[src/rtl/core/mct_pkg.sv]
// Shared types, codes and defaults for the missing chunk tracker.
`timescale 1ns / 1ps
`default_nettype none
package mct_pkg;

  localparam int MAX_CHUNKS_DEF  = 64;
  localparam int CHUNK_BYTES_DEF = 508;

  localparam int SIZE_W   = 15;
  localparam int OFFSET_W = 32;
  localparam int RES_W    = 15;
  localparam int OUT_DW   = 16;

  localparam logic [1:0] OP_BEGIN = 2'd0;
  localparam logic [1:0] OP_DATA  = 2'd1;
  localparam logic [1:0] OP_END   = 2'd2;

  localparam logic KIND_RESEND = 1'b0;
  localparam logic KIND_DONE   = 1'b1;

  typedef enum logic [1:0] {
    ST_IDLE,
    ST_DATA,
    ST_END,
    ST_FLUSH
  } state_t;

  typedef struct packed {
    logic restart;
    logic advance;
  } walk_ctl_t;

  typedef struct packed {
    logic clear;
    logic set;
  } map_ctl_t;

endpackage
`default_nettype wire

[src/rtl/core/missing_chunk_tracker_core.sv]
// Top level of the missing chunk tracker: sequencer, config register and output register.
// A begin item, an unused opcode or a data item at or past the size leaves the sequencer idle.
// Any other data item steps the shared offset adder once per chunk
// until it reaches or passes the item's offset.
// An end marker walks the chunks below the size and waits while the result register stays
// full; the walk emits at most one result per cycle.
// Synchronous active-low reset clears the map, the size register and all control state.
`timescale 1ns / 1ps
`default_nettype none
module missing_chunk_tracker_core
  import mct_pkg::*;
#(
  parameter int MAX_CHUNKS  = MAX_CHUNKS_DEF,
  parameter int CHUNK_BYTES = CHUNK_BYTES_DEF
) (
  input  wire logic                clk,
  input  wire logic                rst_n,
  input  wire logic                cfg_wr_en,
  input  wire logic [SIZE_W-1:0]   cfg_wr_data,   // transfer size in bytes
  input  wire logic                in_tvalid,
  output logic                     in_tready,
  input  wire logic [OFFSET_W-1:0] in_tdata,      // chunk_offset
  input  wire logic [1:0]          in_tuser,      // opcode
  output logic                     out_tvalid,
  input  wire logic                out_tready,
  output logic [OUT_DW-1:0]        out_tdata,     // resend_offset, one zero pad bit
  output logic                     out_tuser,     // kind
  output logic                     out_tlast      // last
);

  localparam int IDX_W = (MAX_CHUNKS > 1) ? $clog2(MAX_CHUNKS) : 1;
  localparam int CNT_W = $clog2(MAX_CHUNKS + 1);
  localparam int ACC_W = $clog2(MAX_CHUNKS * CHUNK_BYTES + 1);

  state_t state_r, state_nxt;

  logic [SIZE_W-1:0]   xfer_size_r;
  logic [OFFSET_W-1:0] target_r, target_nxt;
  logic                pend_v_r, pend_v_nxt;
  logic [RES_W-1:0]    pend_off_r, pend_off_nxt;

  logic                out_valid_r, out_valid_nxt;
  logic                out_kind_r, out_kind_nxt;
  logic [RES_W-1:0]    out_off_r, out_off_nxt;
  logic                out_last_r, out_last_nxt;

  walk_ctl_t        wctl;
  map_ctl_t         mctl;
  logic [CNT_W-1:0] cnt;
  logic [ACC_W-1:0] acc;
  logic             at_end;
  logic             map_bit;
  logic [31:0]      acc32;
  logic             out_free;
  logic             in_fire;
  logic             in_range;

  mct_walker #(
    .MAX_CHUNKS  (MAX_CHUNKS),
    .CHUNK_BYTES (CHUNK_BYTES),
    .CNT_W       (CNT_W),
    .ACC_W       (ACC_W)
  ) u_walker (
    .clk    (clk),
    .rst_n  (rst_n),
    .ctl    (wctl),
    .cnt    (cnt),
    .acc    (acc),
    .at_end (at_end)
  );

  mct_map #(
    .MAX_CHUNKS (MAX_CHUNKS),
    .IDX_W      (IDX_W)
  ) u_map (
    .clk    (clk),
    .rst_n  (rst_n),
    .ctl    (mctl),
    .idx    (cnt[IDX_W-1:0]),
    .bit_rd (map_bit)
  );

  assign acc32    = 32'(acc);
  assign out_free = !out_valid_r || out_tready;
  assign in_tready = (state_r == ST_IDLE);
  assign in_fire  = in_tvalid && in_tready;
  // A chunk belongs to the transfer while its start offset lies below the size.
  assign in_range = !at_end && (acc32 < 32'(xfer_size_r));

  always_comb begin
    state_nxt     = state_r;
    target_nxt    = target_r;
    pend_v_nxt    = pend_v_r;
    pend_off_nxt  = pend_off_r;
    out_valid_nxt = out_valid_r && !out_tready;
    out_kind_nxt  = out_kind_r;
    out_off_nxt   = out_off_r;
    out_last_nxt  = out_last_r;
    wctl          = '0;
    mctl          = '0;

    unique case (state_r)
      ST_IDLE: begin
        if (in_fire) begin
          target_nxt   = in_tdata;
          wctl.restart = 1'b1;
          pend_v_nxt   = 1'b0;
          case (in_tuser)
            OP_BEGIN: mctl.clear = 1'b1;
            OP_DATA: begin
              if (in_tdata < 32'(xfer_size_r)) begin
                state_nxt = ST_DATA;
              end
            end
            OP_END:  state_nxt = ST_END;
            default: ;
          endcase
        end
      end
      ST_DATA: begin
        if (at_end || acc32 > target_r) begin
          state_nxt = ST_IDLE;
        end else if (acc32 == target_r) begin
          mctl.set  = 1'b1;
          state_nxt = ST_IDLE;
        end else begin
          wctl.advance = 1'b1;
        end
      end
      ST_END: begin
        if (!in_range) begin
          state_nxt = ST_FLUSH;
        end else if (map_bit) begin
          wctl.advance = 1'b1;
        end else if (!pend_v_r) begin
          pend_v_nxt   = 1'b1;
          pend_off_nxt = acc32[RES_W-1:0];
          wctl.advance = 1'b1;
        end else if (out_free) begin
          // The held request is not the final one, since another chunk is missing.
          out_valid_nxt = 1'b1;
          out_kind_nxt  = KIND_RESEND;
          out_off_nxt   = pend_off_r;
          out_last_nxt  = 1'b0;
          pend_off_nxt  = acc32[RES_W-1:0];
          wctl.advance  = 1'b1;
        end
      end
      ST_FLUSH: begin
        if (out_free) begin
          out_valid_nxt = 1'b1;
          out_last_nxt  = 1'b1;
          out_kind_nxt  = pend_v_r ? KIND_RESEND : KIND_DONE;
          out_off_nxt   = pend_v_r ? pend_off_r : '0;
          pend_v_nxt    = 1'b0;
          state_nxt     = ST_IDLE;
        end
      end
      default: state_nxt = ST_IDLE;
    endcase
  end

  always_ff @(posedge clk) begin
    if (!rst_n) begin
      state_r     <= ST_IDLE;
      xfer_size_r <= '0;
      pend_v_r    <= 1'b0;
      out_valid_r <= 1'b0;
    end else begin
      state_r     <= state_nxt;
      pend_v_r    <= pend_v_nxt;
      out_valid_r <= out_valid_nxt;
      if (cfg_wr_en) begin
        xfer_size_r <= cfg_wr_data;
      end
    end
  end

  always_ff @(posedge clk) begin
    target_r   <= target_nxt;
    pend_off_r <= pend_off_nxt;
    out_kind_r <= out_kind_nxt;
    out_off_r  <= out_off_nxt;
    out_last_r <= out_last_nxt;
  end

  assign out_tvalid = out_valid_r;
  assign out_tdata  = OUT_DW'(out_off_r);
  assign out_tuser  = out_kind_r;
  assign out_tlast  = out_last_r;

endmodule
`default_nettype wire

[src/rtl/core/mct_map.sv]
// Received-chunk bitmap: one flop per chunk, cleared at once, set and read by index.
`timescale 1ns / 1ps
`default_nettype none
module mct_map
  import mct_pkg::*;
#(
  parameter int MAX_CHUNKS = MAX_CHUNKS_DEF,
  parameter int IDX_W      = (MAX_CHUNKS > 1) ? $clog2(MAX_CHUNKS) : 1
) (
  input  wire logic             clk,
  input  wire logic             rst_n,
  input  wire map_ctl_t         ctl,
  input  wire logic [IDX_W-1:0] idx,
  output logic                  bit_rd
);

  logic [MAX_CHUNKS-1:0] map_r;
  logic [MAX_CHUNKS-1:0] map_nxt;
  logic                  idx_ok;

  assign idx_ok = (int'(idx) < MAX_CHUNKS);

  always_comb begin
    map_nxt = map_r;
    if (ctl.clear) begin
      map_nxt = '0;
    end else if (ctl.set && idx_ok) begin
      map_nxt[idx] = 1'b1;
    end
  end

  always_ff @(posedge clk) begin
    if (!rst_n) begin
      map_r <= '0;
    end else begin
      map_r <= map_nxt;
    end
  end

  assign bit_rd = idx_ok ? map_r[idx] : 1'b0;

endmodule
`default_nettype wire

[src/rtl/core/mct_walker.sv]
// Shared stepping unit: chunk index counter and running byte offset (index times chunk size).
`timescale 1ns / 1ps
`default_nettype none
module mct_walker
  import mct_pkg::*;
#(
  parameter int MAX_CHUNKS  = MAX_CHUNKS_DEF,
  parameter int CHUNK_BYTES = CHUNK_BYTES_DEF,
  parameter int CNT_W       = $clog2(MAX_CHUNKS + 1),
  parameter int ACC_W       = $clog2(MAX_CHUNKS * CHUNK_BYTES + 1)
) (
  input  wire logic             clk,
  input  wire logic             rst_n,
  input  wire walk_ctl_t        ctl,
  output logic [CNT_W-1:0]      cnt,
  output logic [ACC_W-1:0]      acc,
  output logic                  at_end
);

  logic [CNT_W-1:0] cnt_r, cnt_nxt;
  logic [ACC_W-1:0] acc_r, acc_nxt;

  always_comb begin
    cnt_nxt = cnt_r;
    acc_nxt = acc_r;
    if (ctl.restart) begin
      cnt_nxt = '0;
      acc_nxt = '0;
    end else if (ctl.advance) begin
      cnt_nxt = cnt_r + CNT_W'(1);
      acc_nxt = acc_r + ACC_W'(CHUNK_BYTES);
    end
  end

  always_ff @(posedge clk) begin
    if (!rst_n) begin
      cnt_r <= '0;
      acc_r <= '0;
    end else begin
      cnt_r <= cnt_nxt;
      acc_r <= acc_nxt;
    end
  end

  assign cnt    = cnt_r;
  assign acc    = acc_r;
  assign at_end = (int'(cnt_r) >= MAX_CHUNKS);

endmodule
`default_nettype wire

[config.mk]
export PLATFORM = sky130hd
export DESIGN_NAME = missing_chunk_tracker_core
export DESIGN_NICKNAME = d
export VERILOG_FILES = /design/src/rtl/core/mct_pkg.sv /design/src/rtl/core/missing_chunk_tracker_core.sv /design/src/rtl/core/mct_map.sv /design/src/rtl/core/mct_walker.sv
export SDC_FILE = /design/constraint.sdc
export NUM_CORES = 1
export LEC_CHECK = 0
export ABC_AREA = 1
export BUFFER_PORTS_ARGS = -buffer_cell sky130_fd_sc_hd__buf_2
export CAP_MARGIN = 20
export CORE_MARGIN = 2
export CORE_UTILIZATION = 54
export CTS_CLUSTER_SIZE = 12
export DETAILED_ROUTE_END_ITERATION = 10
export MAX_ROUTING_LAYER = met4
export PLACE_DENSITY = 0.87
export SETUP_SLACK_MARGIN = 0.2
export SLEW_MARGIN = 10
export SYNTH_ARGS = -nofsm -noshare
export SYNTH_HDL_FRONTEND = slang
export SYNTH_SLANG_ARGS = --single-unit
[constraint.sdc]
create_clock -name clk -period 2.7 [get_ports clk]
set_input_delay 0.27 -clock clk [delete_from_list [all_inputs] [get_ports clk]]
set_output_delay 0.27 -clock clk [all_outputs]
set_load 0.005 [all_outputs]
Word-level counts from Yosys, hierarchy flattened
Cells that the tools add are included.
Storage, ports and cells
  flip-flop bits (word level): 169
  bits of input ports: 54
  output and inout bits: 20
  word-level logic and storage cells: 114
Cells by class
  $add $sub $neg: 2
  $lt $le $gt $ge: 6
  equality and inequality tests: 17
  mux-type cells: 54
  bitwise logic cells: 3
  reduce and logical (&&, ||, !) cells: 20
Operators with widths (number)
  $mux 15: 8
  $or 64x64->64: 1
  $eq 15x32->1: 1
  $gt 15x32->1: 1
  $lt 32x15->1: 1
  $mux 1: 30
  $pmux 15 s2: 1
  $add 15x9->15 const B: 1
  $lt 15x15->1: 1
  $mux 2: 6
  $ne 2x2->1 const B: 6
  $reduce_and 6->1: 2
  $pmux 1 s2: 4
  $pmux 2 s4: 1
  $add 7x1->7 const B: 1
  $ge 7x7->1 const B: 1
  $lt 6x7->1 const B: 1
  $bmux 1 s6: 1
  $demux 1 s6: 1
  $eq 2x2->1 const B: 3
  $ge 6x1->1 const B: 1
  $ne 3x3->1 const B: 2
  $reduce_and 5->1: 1
  $eq 2x1->1 const B: 2
  other kinds (14): 24

Longest topological paths before layout
Gate-level depths: netlist of the first run.
  depth in word-level cells: 7
  gate-level depth with buffers: 17
  gate-level depth less buffers: 14

By module
A second synthesis of the first run with hierarchy kept.
Second synthesis, totals
  cells, all modules: 1002
  area, all modules: 8217.9 um^2
By module, submodules not included
  missing_chunk_tracker_core: times used 1, cells an instance 428, area each 4222.8 um^2, sequential area each 2302.2 um^2
  mct_map: times used 1, cells an instance 425, area each 2946.6 um^2, sequential area each 1281.2 um^2
  mct_walker: times used 1, cells an instance 149, area each 1048.5 um^2, sequential area each 400.4 um^2

Least setup slack after synthesis of the first run
Ideal clock, no wire load.
  kind: flip-flop to flip-flop
  start point: register u_walker.acc_r[6], in the netlist u_walker.acc[6]
  end point: register pend_off_r[10] (enable)
  setup time: 0.400 ns
  arrival: 2.207 ns
  data required time: 2.300 ns
  setup slack: 0.094 ns
  stages on the path, launching flop included: 7
  path buffers: 0
  period minus slack after synthesis: 2.606 ns
  cell sequence: dfxtp_1 > ha_1 > a21oi_1 > o21ai_0 > o21ai_0 > nand3_1 > nor3_1
Between the ends
  cells in the longest elaborated chain, start to end: 3
RTL lines
  from (decl): RTL line mct_walker.sv:21  | logic [ACC_W-1:0] acc_r, acc_nxt;
  from (signal assigned): RTL line mct_walker.sv:41  | acc_r <= acc_nxt;
  $lt 15x15->1: RTL line missing_chunk_tracker_core.sv:88  | assign in_range = !at_end && (acc32 < 32'(xfer_size_r));
  $logic_and 1x1->1: RTL line missing_chunk_tracker_core.sv:88
  $reduce_and 4->1 (no source line)
  to (signal assigned): RTL line missing_chunk_tracker_core.sv:181  | pend_off_r <= pend_off_nxt;
  to (decl): RTL line missing_chunk_tracker_core.sv:40  | logic [RES_W-1:0] pend_off_r, pend_off_nxt;
Every way passes these cells.
A chain may end at the register's enable or synchronous reset.

Worst setup path after layout of the first run
  start point: register u_walker.acc_r[14], in the netlist u_walker.acc[14]
  end point: register u_map.map_r[11]
Between the ends
  cells in the longest elaborated chain, start to end: 4
  elaborated cells between the ends (all ways): 6
  classes of those cells: order compare: 1; eq/ne: 1; mux: 3; reduce/logical: 1
RTL lines
  $gt 15x32->1 / $eq 15x32->1 (equally long branches): RTL line missing_chunk_tracker_core.sv:121, missing_chunk_tracker_core.sv:123
  $logic_or 1x1->1 / $mux 1 (equally long branches): RTL line missing_chunk_tracker_core.sv:121, missing_chunk_tracker_core.sv:123
  $mux 1 (*): RTL line missing_chunk_tracker_core.sv:121  | if (at_end || acc32 > target_r) begin
  $mux 1 (*): RTL line missing_chunk_tracker_core.sv:102  | unique case (state_r)
  to (signal assigned): RTL line mct_map.sv:36  | map_r <= map_nxt;
  to (decl): RTL line mct_map.sv:17  | logic [MAX_CHUNKS-1:0] map_r;
Every way passes the cells marked *; elsewhere a longest branch is shown, timed or not.

==> results of run 1 <==
[per-layer routing]
layer	vias to the layer above	wire, microns	track usage (%)
met5	-	0	-
met4	0	259	7.32
met3	31	1350	5.22
met2	266	8580	37.7
met1	3128	8060	32.4
li1	3333	-	-
[cell usage after synthesis, drive strengths merged, types with 6 or more instances]
master  number  area, sq um
a21oi      110          554
a31oi       11         68.8
buf         25          184
clkbuf      14         52.6
dfxtp      103         2060
edfxtp      60         1800
ha          47          588
inv        141          529
nand2      174          679
nand3      100          500
nand4        6         37.5
nor2        83          329
nor3        14         90.1
nor4         8         80.1
o21ai       34          170
xor2        14          123
[cells by family (layout without fill, tap and decap cells)]
family | Yosys count | count (layout) | share of synthesized area [%]
other cells | 1 | 3 | 0.0470
flops | 163 | 163 | 48.4
buf+inv | 182 | 271 | 9.70
xor+xnor | 15 | 15 | 1.65
simple gates | 390 | 391 | 21.9
compound gates | 165 | 165 | 11.0
fa+ha+maj | 47 | 47 | 7.36
[path summary, 6_finish.rpt]
path / to / startpoint / cells after the start
hold / removal: target_r[18] / in_tdata[18] / 1
setup / recovery: u_map.map_r[11] / u_walker.acc[14] / 12
setup reg to reg: u_map.map_r[11] / u_walker.acc[14] / 12
hold reg to reg: u_map.map_r[12] / u_map.map_r[12] / 2
[through the flow]
| step | cell area (sq um) | total power, mW | hold WS, ns |
|---|---|---|---|
| after floorplan | 8000 | 4.07 | 0.369 |
| after global placement | 8590 | 4.43 | 0.444 |
| after detailed placement | 8590 | 4.49 | 0.449 |
| after CTS | 9130 | 6.70 | 0.0146 |
| after global routing | 9190 | 7.06 | 0.0210 |
| final | 9190 | 6.72 | 0.0305 |
[power by group]
part           internal, mW  switching (mW)  leakage [nW]  total [mW]
Clock                  1.28           0.928         0.262        2.21
Combinational         0.512            1.02          2.22        1.53
Sequential             2.87           0.111          1.40        2.98
[layout make-up]
class | count | area share, %
flip-flops and latches | 163 | 42.1
multi-input cells | 621 | 37.2
repair buffers | 96 | 6.52
inverters | 143 | 5.85
clock buffers | 22 | 4.94
well taps | 184 | 2.50
clock inverters | 10 | 0.912
[critical path, delay by kind of cell (launching register included)]
family | cells | cell delay (ns)
fa+ha+maj | 1 | 0.32
compound gates | 1 | 0.16
buf+inv | 2 | 0.25
flops | 1 | 0.37
simple gates | 8 | 1.20
[registers in the layout (all words and copies together), names as in the netlist]
| register | flops |
|---|---|
| u_walker.cnt | 7 |
| out_tlast | 1 |
| out_tvalid | 1 |
| u_map.map_r | 64 |
| target_r | 32 |
| out_tuser | 1 |
| state_r | 2 |
| xfer_size_r | 15 |
| pend_v_r | 1 |
| u_walker.acc | 13 |
| pend_off_r | 13 |
| out_off_r | 13 |
[what timing repair did]
| item | in CTS | in global routing |
|---|---|---|
| setup endpoints to repair | 3 | 96 |
| buffers inserted | 0 | 2 |
| gates cloned | 0 | 1 |
| pin swaps | 0 | 4 |
| resized for setup | 1 | 12 |
==> results.txt, run 1 <==
Status = complete, no violations
Crit path largest cell delay = 0.37 ns
Pleak = 3.88 nW
Worst Setup End Kind = flip-flop
WL/cell = 14.7 microns
Cell Area, Synth = 0.00799 sq mm
EDFF count, synth = 60
Io pins = 74
Peak VDD IR = 0.000570 V
Synth Warn # = 0
Post-DRT Antenna Nets = 0
CP required = 3.05 ns
Fin. Hold Viols = 0
Crit path launch type = flip-flop
Fin worst setup slack = 0.327 ns
Clock Latency Late Sink = 0.43 ns
Worst path slowest cell = dfxtp_1
Post-layout util = 63.5%
Max-cap violations = 0
DRC violations left = 0
Initial core utilization = 55.2%
Commonest non-fill, non-tap cells in the layout = 171 x nand2_1, 140 x inv_1, 109 x a21oi_1
Fin Clk Skew = 0.00719 ns
FP Rows = 44
ANT cells = 0
TNS Setup = 0 ns
Most common cell after layout, fill and taps aside = nand2_1
Post-synthesis cell type count = 42
Initial DRC Count = 731
Multi-input logic area = 0.00342 sq mm
Hold-fix buffers at CTS = 0
Worst-path cell chain = ha_1, inv_1, nor2_1, nand3_1, nor2_2, nand3b_1, nor2_4, nand3_4, nor4_4, buf_4, nand2_1, a21oi_1
GR Util All Layers = 24.4%
Net count, final = 1143
Max Fclk = 0.421 GHz
Sequential Area = 0.00387 sq mm
H-tree depth = 4
Largest net degree at the start of global routing = 65
Place WS = 0.198 ns
Crit Path Max Fanout = 8
Vias/cell = 5.45
RSZ-0062 raised after global routing = yes
First-pass GRT wire length = 30100 microns
Clock Path Buffers = 2
Remaining Overflow, GRT = 0
Final period utilization = 87.9%
CP Class = flip-flop to flip-flop
Chip Height = 126 microns
TritonCTS clock tree = built
Power Density = 732 mW/mm^2
Max-slew violations = 0
R2r setup slk = 0.33 ns
Share of layout cells above drive strength 1 = 14.7%
Slew headroom = 36.4%
Yosys reg bits = 163
Core area = 0.0145 sq mm
Period minus WS final = 2.37 ns
PortBufs = 70
Initial DRT Pass Iterations = 5
Placed cells = 1204
Worst slew pin tran = 0.951 ns
Cts bufs inserted = 17
Final HPWL DP = 12500 microns
Post-synth ARST share = 0%
Clock-pin transition on the worst setup and hold timing paths = 0.06 ns
CTS Sinks = 163
Clock root buffer = clkbuf_16
Drt total wl = 18200 microns
Seq/Total Area, Yosys = 48.4%
Placer Congestion = 0.925
Vias in the first global route = 6327
Via count = 6758
Synth Flop Type = dfxtp_1
Hold/Removal Path Class = primary input to flip-flop
Initial antenna violation count = 0
Synth Instances = 963
Area Overhead vs Synth = 15.1%
Die Wd = 126 microns
Avg Inst Size Synth = 8.29 sq um
Fillers = 1149
Die ar. = 0.0158 sq mm
Setup Viol. Count Final = 0
Final Non-Filler Cells = 1239
Critical Path AT = 2.72 ns
Note: power is estimated with default switching activity, not from simulation.
==> inputs of run 2 (changes only) <==
Settings changed: CORE_UTILIZATION 54 to 62, PLACE_DENSITY 0.87 to 0.94, RECOVER_POWER set to 25.
Clock period 2.7 ns to 2.8 ns, I/O delays scaled along.
==> run 2 against run 1 <==
Net effect: combinational power is 5% higher; sequential power is 4% lower; register-to-register slack worse by 0.07 ns; design area is 0.52% lower; critical endpoint is now u_walker.cnt[0]; setup slack worse by 0.067 ns; highest routed layer unchanged.
==> results.txt, run 2 (synthesis results as in run 1) <==
Flip-flop count of the largest register after layout = 64 (unchanged)
Placed cells = 1198 (-0.50%)
Core area = 0.0126 sq mm (-13%)
Biggest regs = u_map.map_r (64), target_r (32), xfer_size_r (15)
Setup Viol. Count Final = 0 (unchanged)
Post-DRT Antenna Nets = 0 (unchanged)
Multi-input logic area = 0.00343 sq mm (+0.48%)
GR Util All Layers = 29.9% (+5.5 points)
Crit path largest cell delay = 0.36 ns (about the same)
Max Fclk = 0.394 GHz (-6.6%)
Die ar. = 0.0138 sq mm (-13%)
FF-to-FF Start = xfer_size_r[14]
DRC violations left = 0 (unchanged)
Hold/Removal Path Class = primary input to flip-flop
Hold-fix buffers at CTS = 0 (unchanged)
Pleak = 3.78 nW (-2.6%)
CTS Sinks = 163 (unchanged)
Fin Clk Skew = 0.00874 ns (+0.00156 ns)
Net count, final = 1150 (+0.61%)
Final period utilization = 90.7% (+2.8 points)
ANT cells = 0 (unchanged)
Final HPWL DP = 13100 microns (+4.9%)
Critical Path AT = 2.87 ns (+0.15 ns)
Period minus WS final = 2.54 ns (+0.167 ns)
Biggest register = u_map.map_r
Share of layout cells above drive strength 1 = 11.6% (-3.1 points)
RSZ-0062 raised after global routing = no
PortBufs = 70 (unchanged)
Worst slew pin tran = 0.973 ns (+0.0220 ns)
Remaining Overflow, GRT = 0 (unchanged)
Crit path launch type = flip-flop
Placer Congestion = 0.946 (+2.3%)
Power Density = 708 mW/mm^2 (-3.2%)
Clock network power share = 31.2% (-1.7 points)
Status = complete, no violations
TNS Setup = 0 ns (unchanged)
Fin. Hold Viols = 0 (unchanged)
Worst path slowest cell = nor4_1
Peak VDD IR = 0.000462 V (-19%)
Io pins = 74 (unchanged)
R2R Path End = u_walker.cnt[0]
Chip Height = 117 microns (-6.5%)
FP Rows = 41 (-6.8%)
Cell-internal power = 4.40 mW (-5.7%)
Clock Latency Late Sink = 0.43 ns (about the same)
CP Class = flip-flop to flip-flop
Sequential Area = 0.00386 sq mm (about the same)
Sw Share = 32.1% (+1.4 points)
Via count = 7244 (+7.2%)
Max-cap violations = 0 (unchanged)
Clock Path Buffers = 2 (unchanged)
Psw = 2.08 mW (+0.83%)
Worst setup path endpoint = u_walker.cnt[0]
Largest net degree at the start of global routing = 65 (unchanged)
Critical Path Source = xfer_size_r[14]
Fin worst setup slack = 0.260 ns (-0.0665 ns)
Die Wd = 117 microns (-6.5%)
Power share of the combinational group = 24.7% (+1.9 points)
First-pass GRT wire length = 32200 microns (+7.1%)
Vias/cell = 5.87 (+7.6%)
Worst Setup End Kind = flip-flop
Reg2reg path depth = 13 (+1)
Initial core utilization = 63.3% (+8.1 points)
Commonest non-fill, non-tap cells in the layout = 170 x nand2_1, 140 x inv_1, 109 x a21oi_1
Tot Pwr = 6.48 mW (-3.7%)
Clock root buffer = clkbuf_16
Drt total wl = 20100 microns (+10%)
Place WS = 0.165 ns (-0.0324 ns)
Cts bufs inserted = 17 (unchanged)
Max-slew violations = 0 (unchanged)
Worst-path cell chain = inv_1, ha_1, nand2_1, nor4_1, o21ai_1, nand3_2, buf_4, inv_1, nand2_2, nand2_8, nand2_8, nand2_1, a21oi_1
Initial DRT Pass Iterations = 6 (+1)
CP required = 3.13 ns (+0.08 ns)
Final Non-Filler Cells = 1234 (-0.40%)
R2r setup slk = 0.26 ns (-0.07 ns)
TritonCTS clock tree = built
H-tree depth = 4 (unchanged)
Initial DRC Count = 859 (+18%)
Crit Path Max Fanout = 18 (+10)
Fillers = 859 (-25%)
WL/cell = 16.3 microns (+11%)
Most common cell after layout, fill and taps aside = nand2_1
Initial antenna violation count = 0 (unchanged)
Sequential power share = 44.1% (-0.2 points)
Slew headroom = 35.1% (-1.2 points)
Area Overhead vs Synth = 14.5%
Clock-pin transition on the worst setup and hold timing paths = 0.06 ns (about the same)
Vias in the first global route = 6678 (+5.5%)
run 2: cell types whose count changed in the layout (fill, tap and decap cells not counted), moves of 3 or more:
cell and delta:
buf_4 -4, clkinvlp_4 +3, dfxtp_2 -3, clkbuf_1 +38
buf_2 -27, dfxtp_1 +3
run 2: routing by layer:
layer / global-route usage, % / vias up / routed length (microns)
met1: 37.8 / 3244 / 7610
met3: 6.88 / 101 / 2440
met4: 15.6 / 0 / 931
met5: - / - / 0
li1: - / 3352 / -
met2: 45.2 / 547 / 9110
run 2: power by group through the flow:
stage	Sequential (mW)	Combinational (mW)	Clock, mW
6_report	2.85	1.60	2.02
4_1_cts	2.85	1.47	2.03
2_1_floorplan	2.89	1.04	0
3_5_place_dp	2.90	1.42	0
3_3_place_gp	2.89	1.36	0
5_1_grt	2.87	1.74	2.12
run 2: worst max-delay path, delay by kind of cell, from the launching register on:
| family | cells | cell delay (ns) |
|---|---|---|
| flip-flops | 1 | 0.32 |
| AND/OR/NAND/NOR | 7 | 1.15 |
| buffers and inverters | 3 | 0.29 |
| adder cells (fa/ha/maj) | 1 | 0.31 |
| AO/OA/AOI/OAI | 2 | 0.36 |
run 2: worst min-delay path by stage:
| stage | startpoint | slack [ns] | cells past startpoint | endpoint |
|---|---|---|---|---|
| 2_1_floorplan | in_tdata[0] | 0.38 | 0 | target_r[0] |
| 3_3_place_gp | u_map.map_r[56] | 0.44 | 2 | u_map.map_r[56] |
| 3_5_place_dp | u_map.map_r[52] | 0.45 | 2 | u_map.map_r[52] |
| 4_1_cts | in_tdata[31] | 0.03 | 1 | target_r[31] |
| 5_1_grt | in_tdata[21] | 0.03 | 1 | target_r[21] |
| 6_report | in_tdata[30] | 0.04 | 1 | target_r[30] |
run 2: area by class of cell:
cell class / count / share of cell area, %
inverter: 143 / 5.88
timing repair buffer: 103 / 6.40
clock inverter: 11 / 0.725
tap: 172 / 2.35
sequential: 163 / 42.3
multi-input combinational: 621 / 37.6
clock buffer: 21 / 4.82
run 2: per-stage QoR:
stage / hold slack, ns / area [sq um] / util [%]
2_1_floorplan: 0.379 / 8000 / -
4_1_cts: 0.0283 / 9120 / 72.3
3_5_place_dp: 0.449 / 8600 / 68.2
5_1_grt: 0.0350 / 9140 / 72.5
3_3_place_gp: 0.442 / 8600 / 68.2
6_report: 0.0369 / 9140 / 72.5
run 2: timing repair:
| item | 4_1_cts | 5_1_grt |
|---|---|---|
| setup endpoints to repair | 29 | 112 |
| pin swaps | 0 | 4 |
| resized for setup | 3 | 8 |
| setup buffers | 0 | 3 |
| cloned | 0 | 1 |
==> inputs of run 3 (changes only) <==
Settings changed: RECOVER_POWER 25 to 50.
==> run 3 against run 2 <==
Net effect: clock-buffer cell count is the same; via count decreased by 0.17%; first-iteration DRC count is 3.7% lower; cell count unchanged; critical path depth stayed put; register-to-register slack better by 0.02 ns; clock power about the same; sequential share of layout area increased by 0.052 points; largest cell class unchanged; highest routed layer unchanged.
==> results.txt, run 3 (synthesis results as in run 1) <==
Net count, final = 1150 (unchanged)
Final period utilization = 89.9% (-0.77 points)
Flip-flop count of the largest register after layout = 64 (unchanged)
Core area = 0.0126 sq mm (unchanged)
Drt total wl = 20100 microns (about the same)
Tot Pwr = 6.47 mW (-0.14%)
Worst slew pin tran = 0.945 ns (-0.0278 ns)
RSZ-0062 raised after global routing = no
Fillers = 865 (+0.70%)
Initial DRT Pass Iterations = 6 (unchanged)
Hold Crit Start = in_tdata[30]
Commonest non-fill, non-tap cells in the layout = 170 x nand2_1, 140 x inv_1, 109 x a21oi_1
Critical Path AT = 2.86 ns (about the same)
Crit Path Max Fanout = 18 (unchanged)
Setup Viol. Count Final = 0 (unchanged)
Period minus WS final = 2.52 ns (-0.0217 ns)
Max-cap violations = 0 (unchanged)
Initial antenna violation count = 0 (unchanged)
Max-slew violations = 0 (unchanged)
WL/cell = 16.3 microns (about the same)
Clock Path Buffers = 2 (unchanged)
ANT cells = 0 (unchanged)
Io pins = 74 (unchanged)
CP required = 3.14 ns (about the same)
Critical Path Source = xfer_size_r[14]
Post-DP Area = 0.00860 sq mm (unchanged)
First-pass GRT wire length = 32200 microns (unchanged)
FF-to-FF Start = xfer_size_r[14]
Multi-input logic area = 0.00343 sq mm (unchanged)
FP Rows = 41 (unchanged)
Power Density = 708 mW/mm^2 (about the same)
Fin Clk Skew = 0.00744 ns (-0.00131 ns)
Status = complete, no violations
Share of layout cells above drive strength 1 = 11.1% (-0.47 points)
Peak VDD IR = 0.000460 V (-0.32%)
Pleak = 3.77 nW (-0.41%)
PortBufs = 70 (unchanged)
Clock Latency Late Sink = 0.44 ns (about the same)
Sequential Area = 0.00386 sq mm (unchanged)
Initial core utilization = 63.3% (unchanged)
Slew headroom = 37.0% (+1.9 points)
Die ar. = 0.0138 sq mm (unchanged)
Post-layout util = 72.4% (-0.089 points)
Most common cell after layout, fill and taps aside = nand2_1
Via count = 7232 (-0.17%)
Die Wd = 117 microns (unchanged)
Max Fclk = 0.397 GHz (+0.86%)
Cts bufs inserted = 17 (unchanged)
Biggest regs = u_map.map_r (64), target_r (32), xfer_size_r (15)
Post-DRT Antenna Nets = 0 (unchanged)
Area Overhead vs Synth = 14.4%
Largest net degree at the start of global routing = 65 (unchanged)
Post-route cell area = 0.00913 sq mm (-0.12%)
Fin. Hold Viols = 0 (unchanged)
Hold-fix buffers at CTS = 0 (unchanged)
Vias in the first global route = 6678 (unchanged)
Place WS = 0.165 ns (unchanged)
Final HPWL DP = 13100 microns (unchanged)
Biggest register = u_map.map_r
Remaining Overflow, GRT = 0 (unchanged)
Fin worst setup slack = 0.282 ns (+0.0217 ns)
TritonCTS clock tree = built
TNS Setup = 0 ns (unchanged)
Clock root buffer = clkbuf_16
Clock-pin transition on the worst setup and hold timing paths = 0.06 ns (about the same)
H-tree depth = 4 (unchanged)
GR Util All Layers = 29.9% (unchanged)
CP Class = flip-flop to flip-flop
Chip Height = 117 microns (unchanged)
CTS Sinks = 163 (unchanged)
Hold/Removal Path Class = primary input to flip-flop
Placer Congestion = 0.946 (unchanged)
Worst Setup End Kind = flip-flop
DRC violations left = 0 (unchanged)
Initial DRC Count = 827 (-3.7%)
Crit path launch type = flip-flop
Vias/cell = 5.86 (-0.17%)
==> run 3: cell types whose count changed in the layout (fill, tap and decap cells not counted), sizes merged <==
cell,before,now
buf,65,59
clkbuf,59,65
==> run 3: final timing paths <==
path	endpoint	slack (ns)	cells after the start
min	target_r[30]	0.03	1
max	u_walker.cnt[0]	0.28	13
max reg2reg	u_walker.cnt[0]	0.28	13
min reg2reg	u_map.map_r[29]	0.46	2
==> run 3: layout make-up <==
class	instances	area share (%)
Clock buffer	21	4.82
Timing Repair Buffer	103	6.29
Sequential cell	163	42.3
Clock inverter	11	0.726
Multi-Input combinational cell	621	37.6
Inverter	143	5.89
Tap cell	172	2.36
==> run 3: routing by layer <==
layer  up-vias  track usage, %  wire [microns]
met1      3270            37.8            7730
met5         -               -               0
met2       509            45.2            9110
met3       100            6.88            2320
met4         0            15.6             927
li1       3353               -               -
==> run 3: what timing repair did <==
action / CTS / global route
gates cloned: 0 / 1
setup endpoints to repair: 29 / 112
setup buffers: 0 / 3
pin swaps: 0 / 4
gates resized for setup: 3 / 8
==> run 3: critical path, stage by stage (launching register included) <==
cell     delay, ns
dfxtp_1       0.33
inv_1         0.09
ha_1          0.31
nand2_1       0.08
nor4_1        0.36
o21ai_1       0.17
nand3_2       0.16
buf_4         0.14
inv_1         0.06
nand2_2       0.16
nand2_8       0.12
nand2_8       0.16
nand2_1       0.10
a21oi_1       0.17
==> run 3: per-stage QoR <==
stage | cells | hold slack (ns)
after detailed placement | 1198 | 0.449
after global routing | 1234 | 0.0350
final | 1234 | 0.0342
after global placement | 1198 | 0.442
after CTS | 1230 | 0.0283
after floorplan | 965 | 0.379
==> run 3: where the power goes <==
| part | leakage [nW] | switching, mW | internal (mW) |
|---|---|---|---|
| clock | 0.236 | 0.906 | 1.12 |
| sequential | 1.40 | 0.0899 | 2.77 |
| combinational | 2.13 | 1.08 | 0.508 |
| total | 3.77 | 2.08 | 4.39 |
